<file path="src/hdl/flfd_pkg.sv">
// ============================================================================
// flfd_pkg: shared definitions for the fixed-length frame deframer
// Register indexes, reset values and the time-message byte codes.
// ============================================================================
`default_nettype none

package flfd_pkg;

    localparam int CFG_IDX_W  = 3;
    localparam int CFG_DATA_W = 8;

    typedef enum logic [CFG_IDX_W-1:0] {
        CFG_LINK_ENABLED  = 3'd0,
        CFG_START_BYTE    = 3'd1,
        CFG_END_BYTE      = 3'd2,
        CFG_LAST_FRAME_ID = 3'd3,
        CFG_FRAME_STRIDE  = 3'd4
    } cfg_reg_t;

    localparam logic       RST_LINK_ENABLED  = 1'b1;
    localparam logic [7:0] RST_START_BYTE    = 8'd170;
    localparam logic [7:0] RST_END_BYTE      = 8'd85;
    localparam logic [7:0] RST_LAST_FRAME_ID = 8'd119;
    localparam logic [7:0] RST_FRAME_STRIDE  = 8'd140;

    localparam logic [7:0] TIME_START = 8'h2A;
    localparam logic [7:0] TIME_END   = 8'h23;
    localparam int         TIME_LEN   = 6;
    localparam int         SLOT_W     = 3;
    localparam logic [SLOT_W-1:0] SLOT_LAST = 3'd5;

    // First position after the two start bytes.
    localparam int FIRST_POS = 2;
    // Position of the payload byte that carries the frame number.
    localparam int NUMBER_POS = 3;

endpackage

`default_nettype wire

</file>
<file path="src/hdl/fixed_length_frame_deframer.sv">
// ============================================================================
// fixed_length_frame_deframer
// Hunts for two start bytes, numbers the bytes of a fixed-length frame,
// emits payload, checks the footer and tracks a six-byte time message.
// ============================================================================
//
//  Channel  | Handshake                 | Payload
//  ---------+---------------------------+------------------------------------
//  input    | in_valid / in_ready       | rx_byte
//  output   | out_valid / out_ready     | payload_*, frame_*, crc, time_*
//  config   | cfg_we (no wait)          | cfg_index, cfg_data
//
// One word is accepted per cycle; its result appears in the output register
// on the following cycle. The word is decoded in a single pass between the
// input handshake and that output register.
// While a result waits untaken, in_ready falls and the input stalls.
// Reset clears all frame and time state and loads the register defaults.
//
`default_nettype none

module fixed_length_frame_deframer #(
    parameter int PAYLOAD_END = 143
) (
    input  wire logic        clk,
    input  wire logic        rst_n,

    input  wire logic        cfg_we,
    input  wire logic [flfd_pkg::CFG_IDX_W-1:0]  cfg_index,
    input  wire logic [flfd_pkg::CFG_DATA_W-1:0] cfg_data,

    input  wire logic        in_valid,
    output logic             in_ready,
    input  wire logic [7:0]  rx_byte,

    output logic             out_valid,
    input  wire logic        out_ready,
    output logic             payload_valid,
    output logic [7:0]       payload_byte,
    output logic [7:0]       payload_index,
    output logic             in_frame,
    output logic             frame_done,
    output logic             frame_error,
    output logic [7:0]       frame_id,
    output logic [15:0]      frame_offset,
    output logic             last_frame,
    output logic [15:0]      crc_value,
    output logic             time_done,
    output logic [47:0]      time_bytes
);

    localparam int POS_W = $clog2(PAYLOAD_END + 5);
    localparam logic [POS_W-1:0] POS_FIRST  = POS_W'(flfd_pkg::FIRST_POS);
    localparam logic [POS_W-1:0] POS_NUMBER = POS_W'(flfd_pkg::NUMBER_POS);
    localparam logic [POS_W-1:0] POS_PE     = POS_W'(PAYLOAD_END);
    localparam logic [POS_W-1:0] POS_CRC_HI = POS_W'(PAYLOAD_END + 1);
    localparam logic [POS_W-1:0] POS_CRC_LO = POS_W'(PAYLOAD_END + 2);
    localparam logic [POS_W-1:0] POS_FOOT1  = POS_W'(PAYLOAD_END + 3);
    localparam logic [POS_W-1:0] POS_MAX    = POS_W'(PAYLOAD_END + 4);

    // Configuration registers
    logic       link_enabled_reg;
    logic [7:0] start_byte_reg;
    logic [7:0] end_byte_reg;
    logic [7:0] last_frame_id_reg;
    logic [7:0] frame_stride_reg;

    // Deframer state
    logic [15:0]      header_pair_reg,  header_pair_next;
    logic             frame_active_reg, frame_active_next;
    logic [POS_W-1:0] pos_reg,          pos_next;
    logic [15:0]      crc_hold_reg,     crc_hold_next;
    logic [7:0]       footer_first_reg, footer_first_next;
    logic [7:0]       number_hold_reg,  number_hold_next;
    logic [7:0]       time_ring_reg  [flfd_pkg::TIME_LEN];
    logic [7:0]       time_ring_next [flfd_pkg::TIME_LEN];
    logic [flfd_pkg::SLOT_W-1:0] time_slot_reg, time_slot_next;
    logic             time_active_reg,  time_active_next;

    // Result of the current word
    logic        pv, done, err, last, tdone;
    logic [7:0]  pb, pi, fnum;
    logic [15:0] foff;
    logic [47:0] ring_word;

    logic        out_valid_reg;
    logic        accept;

    assign in_ready = !out_valid_reg || out_ready;
    assign accept   = in_valid && in_ready;

    always_ff @(posedge clk or negedge rst_n)
    begin
        if (!rst_n)
        begin
            link_enabled_reg  <= flfd_pkg::RST_LINK_ENABLED;
            start_byte_reg    <= flfd_pkg::RST_START_BYTE;
            end_byte_reg      <= flfd_pkg::RST_END_BYTE;
            last_frame_id_reg <= flfd_pkg::RST_LAST_FRAME_ID;
            frame_stride_reg  <= flfd_pkg::RST_FRAME_STRIDE;
        end
        else if (cfg_we)
        begin
            case (cfg_index)
                flfd_pkg::CFG_LINK_ENABLED:  link_enabled_reg  <= cfg_data[0];
                flfd_pkg::CFG_START_BYTE:    start_byte_reg    <= cfg_data;
                flfd_pkg::CFG_END_BYTE:      end_byte_reg      <= cfg_data;
                flfd_pkg::CFG_LAST_FRAME_ID: last_frame_id_reg <= cfg_data;
                flfd_pkg::CFG_FRAME_STRIDE:  frame_stride_reg  <= cfg_data;
                default: ;
            endcase
        end
    end

    always_comb
    begin
        header_pair_next  = header_pair_reg;
        frame_active_next = frame_active_reg;
        pos_next          = pos_reg;
        crc_hold_next     = crc_hold_reg;
        footer_first_next = footer_first_reg;
        number_hold_next  = number_hold_reg;
        time_ring_next    = time_ring_reg;
        time_slot_next    = time_slot_reg;
        time_active_next  = time_active_reg;
        pv    = 1'b0;
        pb    = 8'd0;
        pi    = 8'd0;
        done  = 1'b0;
        err   = 1'b0;
        fnum  = 8'd0;
        foff  = 16'd0;
        last  = 1'b0;
        tdone = 1'b0;

        if (link_enabled_reg)
        begin
            header_pair_next = {header_pair_reg[7:0], rx_byte};

            if (frame_active_reg)
            begin
                if (pos_reg == POS_NUMBER)
                begin
                    number_hold_next = rx_byte;
                end
                pos_next = pos_reg + POS_W'(1);
                if (pos_reg <= POS_PE)
                begin
                    pv = 1'b1;
                    pb = rx_byte;
                    pi = 8'(pos_reg);
                end
                else if (pos_reg == POS_CRC_HI)
                begin
                    crc_hold_next[15:8] = rx_byte;
                end
                else if (pos_reg == POS_CRC_LO)
                begin
                    crc_hold_next[7:0] = rx_byte;
                end
                else if (pos_reg == POS_FOOT1)
                begin
                    footer_first_next = rx_byte;
                end
                else
                begin
                    // Second footer byte: the frame closes whatever it holds.
                    if (footer_first_reg == end_byte_reg && rx_byte == end_byte_reg)
                    begin
                        done = 1'b1;
                        fnum = number_hold_reg;
                        foff = 16'(number_hold_reg) * 16'(frame_stride_reg);
                        last = (number_hold_reg == last_frame_id_reg);
                    end
                    else
                    begin
                        err = 1'b1;
                    end
                    frame_active_next = 1'b0;
                    footer_first_next = 8'd0;
                    pos_next          = '0;
                end
            end
            else if (header_pair_next == {start_byte_reg, start_byte_reg})
            begin
                frame_active_next = 1'b1;
                pos_next          = POS_FIRST;
                footer_first_next = 8'd0;
                header_pair_next  = 16'd0;
            end

            // While the link is enabled, the time ring sees every word, frame bytes included.
            if (rx_byte == flfd_pkg::TIME_START)
            begin
                for (int i = 0; i < flfd_pkg::TIME_LEN; i++)
                begin
                    time_ring_next[i] = 8'd0;
                end
                time_ring_next[0] = rx_byte;
                time_slot_next    = flfd_pkg::SLOT_W'(1);
                time_active_next  = 1'b1;
            end
            else
            begin
                time_ring_next[time_slot_reg] = rx_byte;
                time_slot_next = (time_slot_reg == flfd_pkg::SLOT_LAST) ?
                                 '0 : time_slot_reg + flfd_pkg::SLOT_W'(1);
                if (rx_byte == flfd_pkg::TIME_END && !frame_active_next && time_active_reg)
                begin
                    tdone            = 1'b1;
                    time_active_next = 1'b0;
                end
            end
        end

        for (int i = 0; i < flfd_pkg::TIME_LEN; i++)
        begin
            ring_word[8*i +: 8] = time_ring_next[i];
        end
    end

    always_ff @(posedge clk or negedge rst_n)
    begin
        if (!rst_n)
        begin
            header_pair_reg  <= 16'd0;
            frame_active_reg <= 1'b0;
            pos_reg          <= '0;
            crc_hold_reg     <= 16'd0;
            footer_first_reg <= 8'd0;
            number_hold_reg  <= 8'd0;
            for (int i = 0; i < flfd_pkg::TIME_LEN; i++)
            begin
                time_ring_reg[i] <= 8'd0;
            end
            time_slot_reg    <= '0;
            time_active_reg  <= 1'b0;
        end
        else if (accept)
        begin
            header_pair_reg  <= header_pair_next;
            frame_active_reg <= frame_active_next;
            pos_reg          <= pos_next;
            crc_hold_reg     <= crc_hold_next;
            footer_first_reg <= footer_first_next;
            number_hold_reg  <= number_hold_next;
            time_ring_reg    <= time_ring_next;
            time_slot_reg    <= time_slot_next;
            time_active_reg  <= time_active_next;
        end
    end

    always_ff @(posedge clk or negedge rst_n)
    begin
        if (!rst_n)
        begin
            out_valid_reg <= 1'b0;
        end
        else if (in_ready)
        begin
            out_valid_reg <= in_valid;
        end
    end

    always_ff @(posedge clk)
    begin
        if (accept)
        begin
            payload_valid <= pv;
            payload_byte  <= pb;
            payload_index <= pi;
            in_frame      <= frame_active_next;
            frame_done    <= done;
            frame_error   <= err;
            frame_id      <= fnum;
            frame_offset  <= foff;
            last_frame    <= last;
            crc_value     <= crc_hold_next;
            time_done     <= tdone;
            time_bytes    <= ring_word;
        end
    end

    assign out_valid = out_valid_reg;

`ifndef SYNTHESIS
    a_pos_range: assert property (@(posedge clk) disable iff (!rst_n)
        frame_active_reg |-> (pos_reg >= POS_FIRST && pos_reg <= POS_MAX))
        else $error("frame position out of range");

    a_done_err_excl: assert property (@(posedge clk) disable iff (!rst_n)
        out_valid_reg |-> !(frame_done && frame_error))
        else $error("frame done and frame error together");

    a_payload_in_frame: assert property (@(posedge clk) disable iff (!rst_n)
        (out_valid_reg && payload_valid) |-> in_frame)
        else $error("payload word outside a frame");

    a_slot_range: assert property (@(posedge clk) disable iff (!rst_n)
        time_slot_reg <= flfd_pkg::SLOT_LAST)
        else $error("time slot out of range");

    a_accept_result: assert property (@(posedge clk) disable iff (!rst_n)
        accept |=> out_valid_reg)
        else $error("accepted word gave no result");
`endif

endmodule

`default_nettype wire

</file>
<file path="config.mk">
export PLATFORM = sky130hd
export DESIGN_NAME = fixed_length_frame_deframer
export DESIGN_NICKNAME = d
export VERILOG_FILES = /design/src/hdl/flfd_pkg.sv /design/src/hdl/fixed_length_frame_deframer.sv
export SDC_FILE = /design/constraint.sdc
export NUM_CORES = 1
export LEC_CHECK = 0
export ABC_AREA = 1
export BUFFER_PORTS_ARGS = -buffer_cell sky130_fd_sc_hd__buf_2
export CORE_UTILIZATION = 46
export CTS_CLUSTER_DIAMETER = 100
export DETAILED_ROUTE_END_ITERATION = 8
export HOLD_SLACK_MARGIN = 0.06
export PLACE_DENSITY = 0.72
export SYNTH_ARGS = -nofsm -noshare
export SYNTH_HDL_FRONTEND = slang
export SYNTH_SLANG_ARGS = --single-unit
export TNS_END_PERCENT = 50
</file>
<file path="constraint.sdc">
create_clock -name clk -period 5.8 [get_ports clk]
set_clock_uncertainty 0.1 [all_clocks]
set_input_delay 0.58 -clock clk [delete_from_list [all_inputs] [get_ports clk]]
set_output_delay 0.58 -clock clk [all_outputs]
set_load 0.005 [all_outputs]
</file>
; After elaboration in Yosys (flattened, before gate mapping)
; Index checks and enable logic that the tools add are counted.
[op_classes]
n_addsub = 2
n_mul = 1
n_lt_le_gt_ge = 3
eq_ne = 18
mux = 41
bitwise = 4
reduce_logical = 26
[op_table]
columns = op, count
row1 = $mux 8, 18
row2 = $mux 48, 2
row3 = $bwmux 48, 1
row4 = $mux 16, 3
row5 = $demux 8 s3, 1
row6 = $eq 8x8->1, 3
row7 = $eq 8x8->1 const B, 3
row8 = $eq 16x16->1, 1
row9 = $eq 8x6->1 const B, 2
row10 = $mul 8x8->16, 1
row11 = $mux 1, 14
row12 = $reduce_and 2->1, 7
row13 = $reduce_and 3->1, 3
row14 = $add 8x1->8 const B, 1
row15 = $eq 8x2->1 const B, 1
row16 = $le 8x8->1 const B, 1
row17 = $reduce_or 7->1, 1
row18 = $eq 3x2->1 const B, 2
row19 = $eq 3x3->1 const B, 2
row20 = $mux 3, 2
row21 = $ne 2x2->1 const B, 3
row22 = $reduce_and 6->1, 1
row23 = $reduce_or 6->1, 1
row24 = $logic_and 1x1->1, 5
row25 = other kinds (12), 16
[totals]
register_bits = 245
inputBits = 24
out_inout_bits = 112
elab_cells = 127

; Depth between registers and ports, before layout
; Gate-level depths: netlist (run 1).
[depth]
depth_word = 12
depth_mapped = 21
depth_no_buf = 20

; Worst setup path before layout (run 1)
; No wires, ideal clock.
[synth_timing]
path_type = input to register
start = input out_ready
end = register crc_value[0], enable pin
setup_ps = 518
arrival_ps = 4081
t_required_ps = 5182
path_slack_ps = 1101
stages = 5
n_path_buf = 1
cell_sequence = inv_1 -> nand2_1 -> nand2_1 -> inv_1 -> clkbuf_1
[synth_between]
elab_chain_cells = 2
[synth_rtl]
columns = element, line_no
row1 = "start, declared", fixed_length_frame_deframer.sv:36  ; input wire logic out_ready,
row2 = $logic_or 1x1->1, fixed_length_frame_deframer.sv:88  ; assign in_ready = !out_valid_reg || out_ready;
row3 = named net in_ready, fixed_length_frame_deframer.sv:32  ; output logic in_ready,
row4 = $logic_and 1x1->1, fixed_length_frame_deframer.sv:89  ; assign accept = in_valid && in_ready;
row5 = named net accept, fixed_length_frame_deframer.sv:86  ; logic accept;
row6 = "end signal, assigned", fixed_length_frame_deframer.sv:277  ; crc_value <= crc_hold_next;
row7 = "end, declared", fixed_length_frame_deframer.sv:46  ; output logic [15:0] crc_value,
; The timed path passes the listed nets, and every way through them passes these cells.
; A chain may end at the register's enable or synchronous reset.

; Worst setup path in the final report (run 1)
[layout_timing]
start = register frame_stride_reg[2]
end = register frame_offset[14] (data pin)
[layout_between]
elab_chain_cells = 1
[layout_rtl]
columns = element, line_no
row1 = "start, declared", fixed_length_frame_deframer.sv:65  ; logic [7:0] frame_stride_reg;
row2 = "start signal, assigned", fixed_length_frame_deframer.sv:99  ; frame_stride_reg <= flfd_pkg::RST_FRAME_STRIDE;
row3 = "start signal, assigned", fixed_length_frame_deframer.sv:108  ; flfd_pkg::CFG_FRAME_STRIDE: frame_stride_reg <= cfg_data;
row4 = $mul 8x8->16, fixed_length_frame_deframer.sv:171  ; foff = 16'(number_hold_reg) * 16'(frame_stride_reg);
row5 = "end signal, assigned", fixed_length_frame_deframer.sv:275  ; frame_offset <= foff;
row6 = "end, declared", fixed_length_frame_deframer.sv:44  ; output logic [15:0] frame_offset,
; Every way passes these cells.

==> Flow_metrics.wiki, run 1 <==
{| class="wikitable"
! Metric !! Value
|-
| TritonCTS buffer count || 27
|-
| Number of DRC violations after detailed routing || 0
|-
| Min Tclk post-route || ~4.4 ns
|-
| Maximum number of pins on one net before global-route repair || 90
|-
| Final setup violating endpoints || 0
|-
| FP Rows || 61
|-
| Number of nets with antenna violations after routing || 0
|-
| Ys Warns || 0
|-
| Post-synthesis mux area share || 0%
|-
| Pre-CTS setup slack || about 1.4 ns
|-
| Sum of met3 wire segment lengths after detailed routing || 1422 um
|-
| Reported max-cap violation count || 0
|-
| Combinational family with the most area after synthesis || simple AND/OR/NAND/NOR gates
|-
| All-layer global routing usage || a little over a fifth
|-
| Horiz. Die Dim || 170.4 um
|-
| Startpoint class of the critical path || register
|-
| Post-detail-place hpwl || roughly 20000 um
|-
| Setup slack on the worst flop-to-flop path || 1.36 ns
|-
| Setup repair after global routing missed its margin || no
|-
| Mapped Avg Cell Area || around 9 um2
|-
| Class of the tightest hold or removal check || in2reg
|-
| Effective utilization at floorplan || 46.84%
|-
| Startpoint of the worst-slack reg-to-reg timing path || frame_stride_reg[2]
|-
| Maximum vdd drop || 270.8 uV
|-
| Net count reported at finish || 1663
|-
| Power density over cell area || 407.5 nW/um2
|-
| Result of the run || finished, final reports clean
|-
| Crit path arrival time || 4.64 ns
|-
| Placed Area || 13960 um2
|-
| Most frequent standard cell in the layout excluding fill and tap cells || nand2_1
|-
| Clock Root Buffer || clkbuf_16
|-
| Crit path max fanout || 9
|-
| Die area || 29040 um2
|-
| Leading register cell type out of synthesis || dfrtp_1
|-
| Number of gates resized after cts || 0
|-
| Final hold vios || 0
|-
| Highest-count cells in the layout ignoring fill and taps || nand2_1, inv_1, buf_2, dfrtp_1, o21ai_0
|-
| Highest metal layer used by the detailed router || met4
|-
| Post-route worst hold slack || roughly 0.22 ns
|-
| Required time reported for the critical path endpoint || 6.00 ns
|-
| Met2 layer wire length in the routed design || 14840 um
|-
| WHS Endpoint || out_valid
|-
| Slew at the pin with the worst max-slew slack || around 1.1 ns
|-
| Clock insertion delay at the later pin of the skew report || 0.56 ns
|-
| CTS tree || done
|-
| Number of cells in the design after placement || 1911
|-
| Flop and latch count out of synthesis || 245
|-
| Drt pass-1 iters || 5
|-
| Detail-routed net length per standard cell || ~16 um
|-
| Cell class contributing the biggest share of worst-path delay || adder cells
|-
| Layout Cell Area excl Fill || 14840 um2
|-
| Longest individual stage delay on the worst path || about 0.61 ns
|-
| Number of antenna violations at the first check in global routing || 0
|-
| Worst-case clock buffer depth || 3
|-
| Crit-path most repeated cell || fa_1
|-
| Count of buffers inserted at the top-level ports || 135
|-
| I/O pin total || 136
|-
| Cell depth of the worst flop-to-flop path || 15
|-
| Achievable clock frequency || around 0.23 GHz
|-
| Wire length after detailed routing || 30720 um
|-
| Final total negative setup slack || 0 ns
|-
| Vias per cell || about 5
|-
| Routability cong. || 0.8503
|-
| Reg clk slew, reported paths || ~0.06 ns
|-
| Number of pins with negative max-slew slack in the final report || 0
|-
| Number of distinct library cell variants in the gate-level netlist after synthesis || 37
|-
| Post-route non-filler standard cell count || between 1.5k and 2k
|-
| Die height || 170.4 um
|-
| Antenna diodes || 0
|-
| Hold path startpoint || out_ready
|-
| Relative max-transition margin || ~28%
|-
| Share of synthesized flip-flops with an asynchronous set or reset || 55.10%
|-
| Critical Path Slowest Stage Cell || dfstp_2
|-
| Fraction of the mapped netlist area in adder cells || 9.359%
|-
| Xor/xnor share of the synthesized area || under 10%
|-
| Htree depth || 1
|-
| Via count of the first global-routing pass || between 9k and 10k
|-
| Leakage power figure || 7.317 nW
|-
| Global-route wire length before repair || 49940 um
|-
| Worst r2r dst || frame_offset[14]
|-
| Compound-Gate Fraction of Synth Area || 10.68%
|-
| Via count || 9997
|-
| Post-synth EDFFs || 110
|-
| Cell area after synthesis || 13050 um2
|-
| CP Cell Sequence || nand2_1 -> fa_1 -> fa_1 -> inv_1 -> fa_1 -> inv_1 -> fa_1 -> inv_1 -> ha_1 -> a21oi_1 -> o21ai_0 -> a21oi_1 -> o21ai_0 -> nor2_1 -> nor2_1
|-
| Final worst-path setup slack || 1.359 ns
|-
| Area of the core || 27860 um2
|-
| Total nets after synthesis || 1562
|-
| Fraction of final layout cells sized beyond drive strength 1 || 14.33%
|-
| Area share of and/or/nand/nor cells after synthesis || between 15 and 20%
|-
| Final cycle utilization of the critical path || 76.56%
|-
| Clock net sink count || 245
|-
| Share of the yosys chip area belonging to registers || 51.38%
|-
| Total global routing overflow || 0
|-
| Crit. End Element || register
|-
| Routed metal-1 wire length || 13530 um
|-
| Synth Instances || between 1k and 1.5k
|-
| Area growth syn-to-layout || 13.76%
|-
| Buffers plus inverters on the worst setup path || 3
|-
| Number of instances on the worst hold path || 4
|-
| Worst setup path class || reg2reg
|-
| Violation count after the first detailed-routing iteration || 664
|}
worst max path at each step:
stage	cells past startpoint	startpoint	endpoint
after detailed placement	15	number_hold_reg[5]	frame_offset[14]
final	15	frame_stride_reg[2]	frame_offset[14]
after CTS	15	frame_stride_reg[2]	frame_offset[14]
after floorplan	5	out_ready	crc_value[0]
after global routing	15	frame_stride_reg[2]	frame_offset[14]
after global placement	15	frame_stride_reg[2]	frame_offset[14]
metal layers:
layer,vias to the layer above,global-route usage [%]
met3,64,2.837
met2,248,36.81
met5,-,0
met4,0,6.933
met1,4807,28.91
li1,4878,-
through the flow:
| stage | utilization, % | total power (W) |
|---|---|---|
| detailed placement | 50.13 | 0.004389 |
| finish | 53.28 | 0.006049 |
| global route | 53.28 | 0.006458 |
| CTS | 53.28 | 0.006083 |
| global placement | 50.13 | 0.004315 |
| floorplan | - | 0.003886 |
worst reg2reg max path: cells and delay by family, from the launching register on:
kind	cells	cell delay (ns)
compound gates	4	0.67
fa+ha+maj	5	2.40
buf+inv	3	0.14
flops	1	0.61
simple gates	3	0.25
report_power, final:
group | leakage [nW] | internal (W) | switching [W] | total (W)
clock | 0.431 | 0.000948 | 0.000721 | 0.00167
combinational | 4.07 | 0.000653 | 0.00110 | 0.00175
sequential | 2.82 | 0.00233 | 0.000303 | 0.00263
area by class of cell:
class | count | area, um2
Fill cell | 2558 | 13020
Sequential cell | 245 | 6704
Multi-Input combinational cell | 869 | 5011
Inverter | 276 | 1039
Clock buffer | 36 | 780.7
Timing Repair Buffer | 144 | 748.2
Tap cell | 378 | 473.0
Clock inverter | 14 | 87.58
synth_stat cells, types with 9 or more instances:
cell | n | area share [%]
o21ai_1 | 12 | 0.46
buf_2 | 12 | 0.46
nand4_1 | 9 | 0.43
nand2_1 | 356 | 10
dfstp_2 | 18 | 3.6
nor2_1 | 80 | 2.3
nor3_1 | 13 | 0.50
clkbuf_1 | 54 | 1.6
o22ai_1 | 90 | 4.3
edfxtp_1 | 110 | 25
o21ai_0 | 115 | 4.4
fa_1 | 36 | 5.5
nand3_1 | 41 | 1.6
ha_1 | 40 | 3.8
a21oi_1 | 14 | 0.54
inv_1 | 272 | 7.8
xnor2_1 | 13 | 0.87
xor2_1 | 20 | 1.3
dfrtp_1 | 117 | 22
cells by family (layout without fill, tap and decap cells):
logic type	Yosys count	after routing
AND/OR/NAND/NOR	514	514
buffers and inverters	348	470
flip-flops	245	245
XOR/XNOR	33	33
adder cells (fa/ha/maj)	76	76
AO/OA/AOI/OAI	246	246
timing repair:
| item | CTS | global route |
|---|---|---|
| hold buffers | 1 | 0 |
| buffers inserted | 0 | 0 |
| endpoints found under the hold margin | 57 | 0 |
| endpoints found under the setup margin | 0 | 0 |
No activity file was read; power rests on OpenSTA's default activity.
==> run 2, diff against run 1 <==
clock period = 4.4 ns   (was 5.8 ns; I/O delays follow)
==> run 2 against run 1 <==
Compared with the run above:
- global-route usage grew 0.47 points
- maximum frequency grew 5.3%
- combinational power grew 38%
- routed wire length grew 2.3%
- via count grew 0.23%
- sequential share of layout area shrank 0.40 points
- non-clock buffer count grew 18
- total power grew 31%
- sequential power grew 30%
- register-to-register slack lost 1.2 ns
- first-iteration DRC count grew 7.5%
- clock power grew 24%
==> Flow_metrics.wiki, run 2 (same netlist as run 1, synthesis figures left out) <==
{| class="wikitable"
! Metric !! Value
|-
| All-layer global routing usage || 22.21%
|-
| FP Rows || 61
|-
| Crit path max fanout || 7
|-
| CTS tree || done
|-
| Number of pins with negative max-slew slack in the final report || 0
|-
| Clock net sink count || between 200 and 250
|-
| Clk pwr share || about a quarter
|-
| Wire length after detailed routing || ~31000 um
|-
| Power density over cell area || 529.3 nW/um2
|-
| Achievable clock frequency || approximately 0.24 GHz
|-
| Startpoint of the worst-slack reg-to-reg timing path || number_hold_reg[3]
|-
| Worst setup path class || reg2reg
|-
| Clock Root Buffer || clkbuf_16
|-
| Die area || 29040 um2
|-
| Class of the tightest hold or removal check || in2reg
|-
| Count of buffers inserted at the top-level ports || 135
|-
| Critical Path Slowest Stage Cell || fa_1
|-
| Proportion of power drawn by flip-flops and latches || 43.3%
|-
| I/O pin total || 136
|-
| Vias per cell || between 5 and 6
|-
| Drt pass-1 iters || 5
|-
| Via count || 10.02k
|-
| Violation count after the first detailed-routing iteration || 714
|-
| Overall power || between 0.007 and 0.008 W
|-
| Clock insertion delay at the later pin of the skew report || about 0.54 ns
|-
| Startpoint class of the critical path || register
|-
| Area of the core || 27860 um2
|-
| TritonCTS buffer count || 26
|-
| Reg clk slew, reported paths || 0.06 ns
|-
| Final hold vios || 0
|-
| Net count reported at finish || 1680
|-
| Longest individual stage delay on the worst path || 0.56 ns
|-
| Post-detail-place hpwl || roughly 21000 um
|-
| Placed Area || 14120 um2
|-
| Hold path startpoint || out_ready
|-
| Result of the run || finished, final reports clean
|-
| Sum of met3 wire segment lengths after detailed routing || 1679 um
|-
| Most frequent standard cell in the layout excluding fill and tap cells || nand2_1
|-
| Maximum vdd drop || between 300 and 400 uV
|-
| Global-route wire length before repair || 50470 um
|-
| Buffer count from post-CTS setup fixing || 0
|-
| Worst-case clock buffer depth || 3
|-
| Reported max-cap violation count || 0
|-
| Number of nets with antenna violations after routing || 0
|-
| Fraction of final layout cells sized beyond drive strength 1 || 15.38%
|-
| Pre-CTS setup slack || roughly 0.032 ns
|-
| Highest-count cells in the layout ignoring fill and taps || nand2_1, inv_1, buf_2, dfrtp_1, o21ai_0
|-
| Die height || 170.4 um
|-
| Routability cong. || 0.8867
|-
| Slew at the pin with the worst max-slew slack || 1.024 ns
|-
| Effective utilization at floorplan || 46.84%
|-
| Detail-routed net length per standard cell || between 15 and 20 um
|-
| Required time reported for the critical path endpoint || 4.59 ns
|-
| Horiz. Die Dim || 170.4 um
|-
| Layout Cell Area excl Fill || 14980 um2
|-
| Final setup violating endpoints || 0
|-
| Highest metal layer used by the detailed router || met4
|-
| Timing startpoint of the critical path || number_hold_reg[3]
|-
| Crit path arrival time || around 4.4 ns
|-
| Htree depth || 1
|-
| CP Cell Sequence || buf_4 -> nand2_1 -> inv_1 -> fa_1 -> fa_1 -> fa_1 -> inv_1 -> fa_1 -> inv_1 -> ha_2 -> nand2_1 -> o21ai_0 -> a21oi_1 -> o21ai_1 -> nand2_1 -> nand2_1 -> nor2_2
|-
| Area growth syn-to-layout || 14.83%
|-
| Met2 layer wire length in the routed design || 15350 um
|-
| Total global routing overflow || 0
|-
| Min Tclk post-route || 4.216 ns
|-
| Antenna diodes || 0
|-
| Final worst-path setup slack || 0.1836 ns
|-
| Routed metal-1 wire length || 13610 um
|-
| Number of DRC violations after detailed routing || 0
|-
| Via count of the first global-routing pass || roughly 9.8k
|-
| Relative max-transition margin || 31.75%
|-
| Internal portion of total power || a little over 0.005 W
|-
| Final cycle utilization of the critical path || 95.83%
|-
| Number of antenna violations at the first check in global routing || 0
|-
| Maximum number of pins on one net before global-route repair || slightly below 80
|-
| Crit. End Element || register
|-
| Net Switching || 0.002771 W
|-
| Leakage power figure || 7.374 nW
|-
| Comb power frac || 30.6%
|-
| Switching power share of the total || 34.95%
|-
| Setup repair after global routing missed its margin || yes
|}
run 2: metrics by stage:
step | TNS (ns) | util, % | hold slack, ns | std cells
after floorplan | 0 | - | 0.04441 | 1462
after global placement | 0 | 50.70 | 0.3561 | 1929
after detailed placement | 0 | 50.70 | 0.3659 | 1929
after CTS | 0 | 53.64 | 0.06633 | 1977
after global routing | -0.03012 | 53.78 | 0.07998 | 1977
final | 0 | 53.78 | 0.08240 | 1977
run 2: routing by layer:
metal | GRT usage (%) | vias to the layer above
li1 | - | 4913
met2 | 38.49 | 295
met3 | 3.558 | 48
met5 | 0 | -
met4 | 6.541 | 0
met1 | 28.57 | 4764
run 2: final cells by class:
class,instances,area [um2]
Clock buffer,39,749.5
Clock inverter,8,60.06
Fill cell,2454,12880
Inverter,276,1039
Multi-Input combinational cell,869,5046
Sequential cell,245,6706
Tap cell,378,473.0
Timing Repair Buffer,162,908.4
run 2: power groups by stage:
stage          combinational [W]  sequential [W]  clock (W)
2_1_floorplan            0.00176         0.00335          0
3_3_place_gp             0.00230         0.00344          0
3_5_place_dp             0.00239         0.00346          0
4_1_cts                  0.00241         0.00343    0.00212
5_1_grt                  0.00278         0.00350    0.00220
6_report                 0.00242         0.00343    0.00207
run 2: worst max-delay path: cells and delay by family, from the launching register on:
kind	cells	cell delay, ns
and+or+nand+nor	5	0.31
buffers and inverters	4	0.35
DFF	1	0.49
adders and majority gates	5	2.31
AOI/OAI and AO/OA	3	0.41
run 2: path summary, 6_finish.rpt:
kind | end | slack [ns] | cells after the start
min in group asynchronous | time_ring_reg[25] | 0.50 | 2
max reg2reg | frame_offset[14] | 0.18 | 17
min reg2reg | crc_hold_reg[12] | 0.38 | 2
max | frame_offset[14] | 0.18 | 17
max in group asynchronous | last_frame_id_reg[2] | 2.73 | 3
min | out_valid | 0.08 | 4
run 2: timing repair:
| action | CTS | global route |
|---|---|---|
| hold endpoints to repair | 72 | 0 |
| gates resized for setup | 0 | 13 |
| setup endpoints to repair | 0 | 7 |
| hold buffers | 1 | 0 |
==> run 3, diff against run 2 <==
PLACE_DENSITY = 0.74   (was 0.72)
clock period = 3.5 ns   (was 4.4 ns; I/O delays follow)
==> run 3 against run 2 <==
Compared with the run above:
- the run now ends with negative setup slack left
- sequential cell count did not move
- via count up 4.7%
- combinational power is 41% higher
- first-iteration DRC count grew 15%
- final cell count rose by 3.3%
- setup slack lost 0.72 ns
- register-to-register slack got worse by 0.72 ns
- clock power rose by 29%
- utilization increased by 2.8 points
- sequential share of layout area shrank 2.2 points
- cell area grew 5.2%
- clock-buffer cell count decreased by 8
- critical endpoint is now frame_offset[15]
- largest power group unchanged
==> Flow_metrics.wiki, run 3 (same netlist as run 1, synthesis figures left out) <==
{| class="wikitable"
! Metric !! Value
|-
| Total global routing overflow || 0
|-
| Post-detail-place hpwl || 21810 um
|-
| Final setup violating endpoints || 10
|-
| Post-route non-filler standard cell count || 2043
|-
| Worst-case clock buffer depth || 3
|-
| Slew at the pin with the worst max-slew slack || 0.8850 ns
|-
| CP Cell Sequence || buf_6 -> nand2_2 -> inv_2 -> fa_1 -> fa_1 -> fa_1 -> inv_1 -> fa_1 -> inv_2 -> ha_4 -> nand2_4 -> o21ai_4 -> nand2_1 -> nand3_2 -> nand2_1 -> nor3b_2
|-
| Cell depth of the worst flop-to-flop path || 16
|-
| Setup slack on the worst flop-to-flop path || -0.54 ns
|-
| Number of DRC violations after detailed routing || 0
|-
| Crit path arrival time || 4.21 ns
|-
| Effective utilization at floorplan || 46.84%
|-
| Vias per cell || approximately 5.1
|-
| Final hold vios || 0
|-
| Number of antenna violations at the first check in global routing || 0
|-
| Horiz. Die Dim || 170.4 um
|-
| Post-route worst hold slack || roughly 0.076 ns
|-
| Power density over cell area || about 660 nW/um2
|-
| Maximum vdd drop || 471.0 uV
|-
| Achievable clock frequency || about 0.25 GHz
|-
| Final worst-path setup slack || -0.5378 ns
|-
| Clock Root Buffer || clkbuf_16
|-
| Leakage power figure || between 7 and 8 nW
|-
| Setup repair after global routing missed its margin || yes
|-
| Maximum number of pins on one net before global-route repair || 70
|-
| Area of the core || 27860 um2
|-
| Worst setup path class || reg2reg
|-
| Routability cong. || roughly 0.86
|-
| Via count of the first global-routing pass || 10.22k
|-
| Reg clk slew, reported paths || roughly 0.060 ns
|-
| Net count reported at finish || between 1.5k and 2k
|-
| Number of cells in the design after placement || ~2.0k
|-
| TritonCTS buffer count || 26
|-
| Clock net sink count || 245
|-
| Met2 demand-to-capacity share in global routing || 39.40%
|-
| Die height || around 170 um
|-
| Global-route wire length before repair || between 50000 and 60000 um
|-
| Class of the tightest hold or removal check || in2reg
|-
| Min Tclk post-route || 4.038 ns
|-
| Crit. End Element || register
|-
| Clock insertion delay at the later pin of the skew report || 0.54 ns
|-
| Startpoint class of the critical path || register
|-
| WHS Endpoint || link_enabled_reg
|-
| Violation count after the first detailed-routing iteration || approximately 800
|-
| Number of pins with negative max-slew slack in the final report || 0
|-
| Result of the run || finished, violations left
|-
| Met1 Resource Use GR || about 30%
|-
| Die area || ~29000 um2
|-
| Via count || 10.49k
|-
| Final cycle utilization of the critical path || 115.4%
|-
| I/O pin total || ~140
|-
| FP Rows || 61
|-
| Timing startpoint of the critical path || number_hold_reg[3]
|-
| Number of nets with antenna violations after routing || 0
|-
| Startpoint of the worst-slack reg-to-reg timing path || number_hold_reg[3]
|-
| Hold path startpoint || cfg_index[0]
|-
| Relative max-transition margin || between 40 and 50%
|-
| Global routing's busiest layer || met2
|-
| Crit-path most repeated cell || fa_1
|-
| Longest individual stage delay on the worst path || 0.56 ns
|-
| Drt pass-1 iters || 5
|-
| Violated checks || negative setup slack
|-
| Critical Path Slowest Stage Cell || fa_1
|-
| Detail-routed net length per standard cell || 15.76 um
|-
| Crit path max fanout || 6
|-
| Reg area || 6708 um2
|-
| Number of instances on the worst hold path || 4
|-
| All-layer global routing usage || 22.73%
|-
| Pre-CTS setup slack || -0.7879 ns
|-
| Antenna diodes || 0
|-
| Most frequent standard cell in the layout excluding fill and tap cells || nand2_1
|-
| Worst r2r dst || frame_offset[15]
|-
| Fraction of final layout cells sized beyond drive strength 1 || between 20% and 30%
|-
| Wire length after detailed routing || 32190 um
|-
| Footprint of the multi-input gates || 5264 um2
|-
| Highest-count cells in the layout ignoring fill and taps || nand2_1, inv_1, buf_2, dfrtp_1, edfxtp_1
|-
| Area growth syn-to-layout || 20.75%
|-
| Htree depth || 1
|-
| Reported max-cap violation count || 0
|-
| CTS tree || done
|-
| Count of buffers inserted at the top-level ports || 135
|-
| Required time reported for the critical path endpoint || ~3.7 ns
|-
| Final total negative setup slack || -4.559 ns
|-
| Met3 layer usage reported by global route || 3.186%
|-
| Filler cells || approximately 2.4k
|-
| Post-layout util || 56.56%
|}
[run 3: changes by cell type in the layout (fill, tap and decap cells not counted), moves of 8 or more]
| cell | previous run | this run |
|---|---|---|
| buf_4 | 25 | 74 |
| nand2_2 | 3 | 11 |
| nand2_1 | 356 | 344 |
| inv_2 | 4 | 19 |
| buf_6 | 0 | 10 |
| inv_1 | 271 | 256 |
[run 3: worst max path at each step]
| stage | endpoint | slack (ns) | depth (start not counted) |
|---|---|---|---|
| finish | frame_offset[15] | -0.54 | 16 |
| global route | frame_offset[15] | -0.68 | 16 |
| CTS | frame_offset[15] | -0.54 | 17 |
| detailed placement | frame_offset[14] | -0.79 | 16 |
| global placement | frame_offset[14] | -0.75 | 15 |
| floorplan | frame_offset[14] | -0.81 | 16 |
[run 3: metrics by stage]
stage | instance area [um2] | power [W]
after global routing | 15760 | 0.01108
final | 15760 | 0.01039
after global placement | 14470 | 0.007351
after floorplan | 13050 | 0.006433
after CTS | 15650 | 0.01035
after detailed placement | 14470 | 0.007488
[run 3: critical path: cells and delay by family (launching register included)]
kind | cells | cell delay (ns)
adders and majority gates | 5 | 2.29
DFF | 1 | 0.46
AOI/OAI and AO/OA | 1 | 0.16
and+or+nand+nor | 6 | 0.49
buffers and inverters | 4 | 0.28
[run 3: final cells by class]
| class | instances | share of cell area, % |
|---|---|---|
| timing repair buffer | 227 | 9.196 |
| clock inverter | 17 | 0.9133 |
| clock buffer | 31 | 4.312 |
| inverter | 276 | 6.592 |
| sequential | 245 | 42.57 |
| tap | 378 | 3.002 |
| multi-input combinational | 869 | 33.41 |
[run 3: power breakdown]
part | internal (W) | leakage [nW] | total (W) | switching (W)
registers | 0.00386 | 2.82 | 0.00429 | 0.000432
logic | 0.00137 | 4.54 | 0.00342 | 0.00205
clock network | 0.00153 | 0.403 | 0.00268 | 0.00114
[run 3: timing repair]
item / 4_1_cts / 5_1_grt
setup endpoints to repair: 11 / 11
hold buffers: 7 / 0
gates resized for setup: 54 / 30
buffers inserted: 12 / 1
pin swaps: 27 / 22
endpoints found under the hold margin: 50 / 0
[run 3: metal layers]
layer | vias up | share of wire (%)
met5 | - | 0
met4 | 0 | 3.0
met3 | 69 | 5.6
met2 | 333 | 49
met1 | 5054 | 42
li1 | 5034 | -
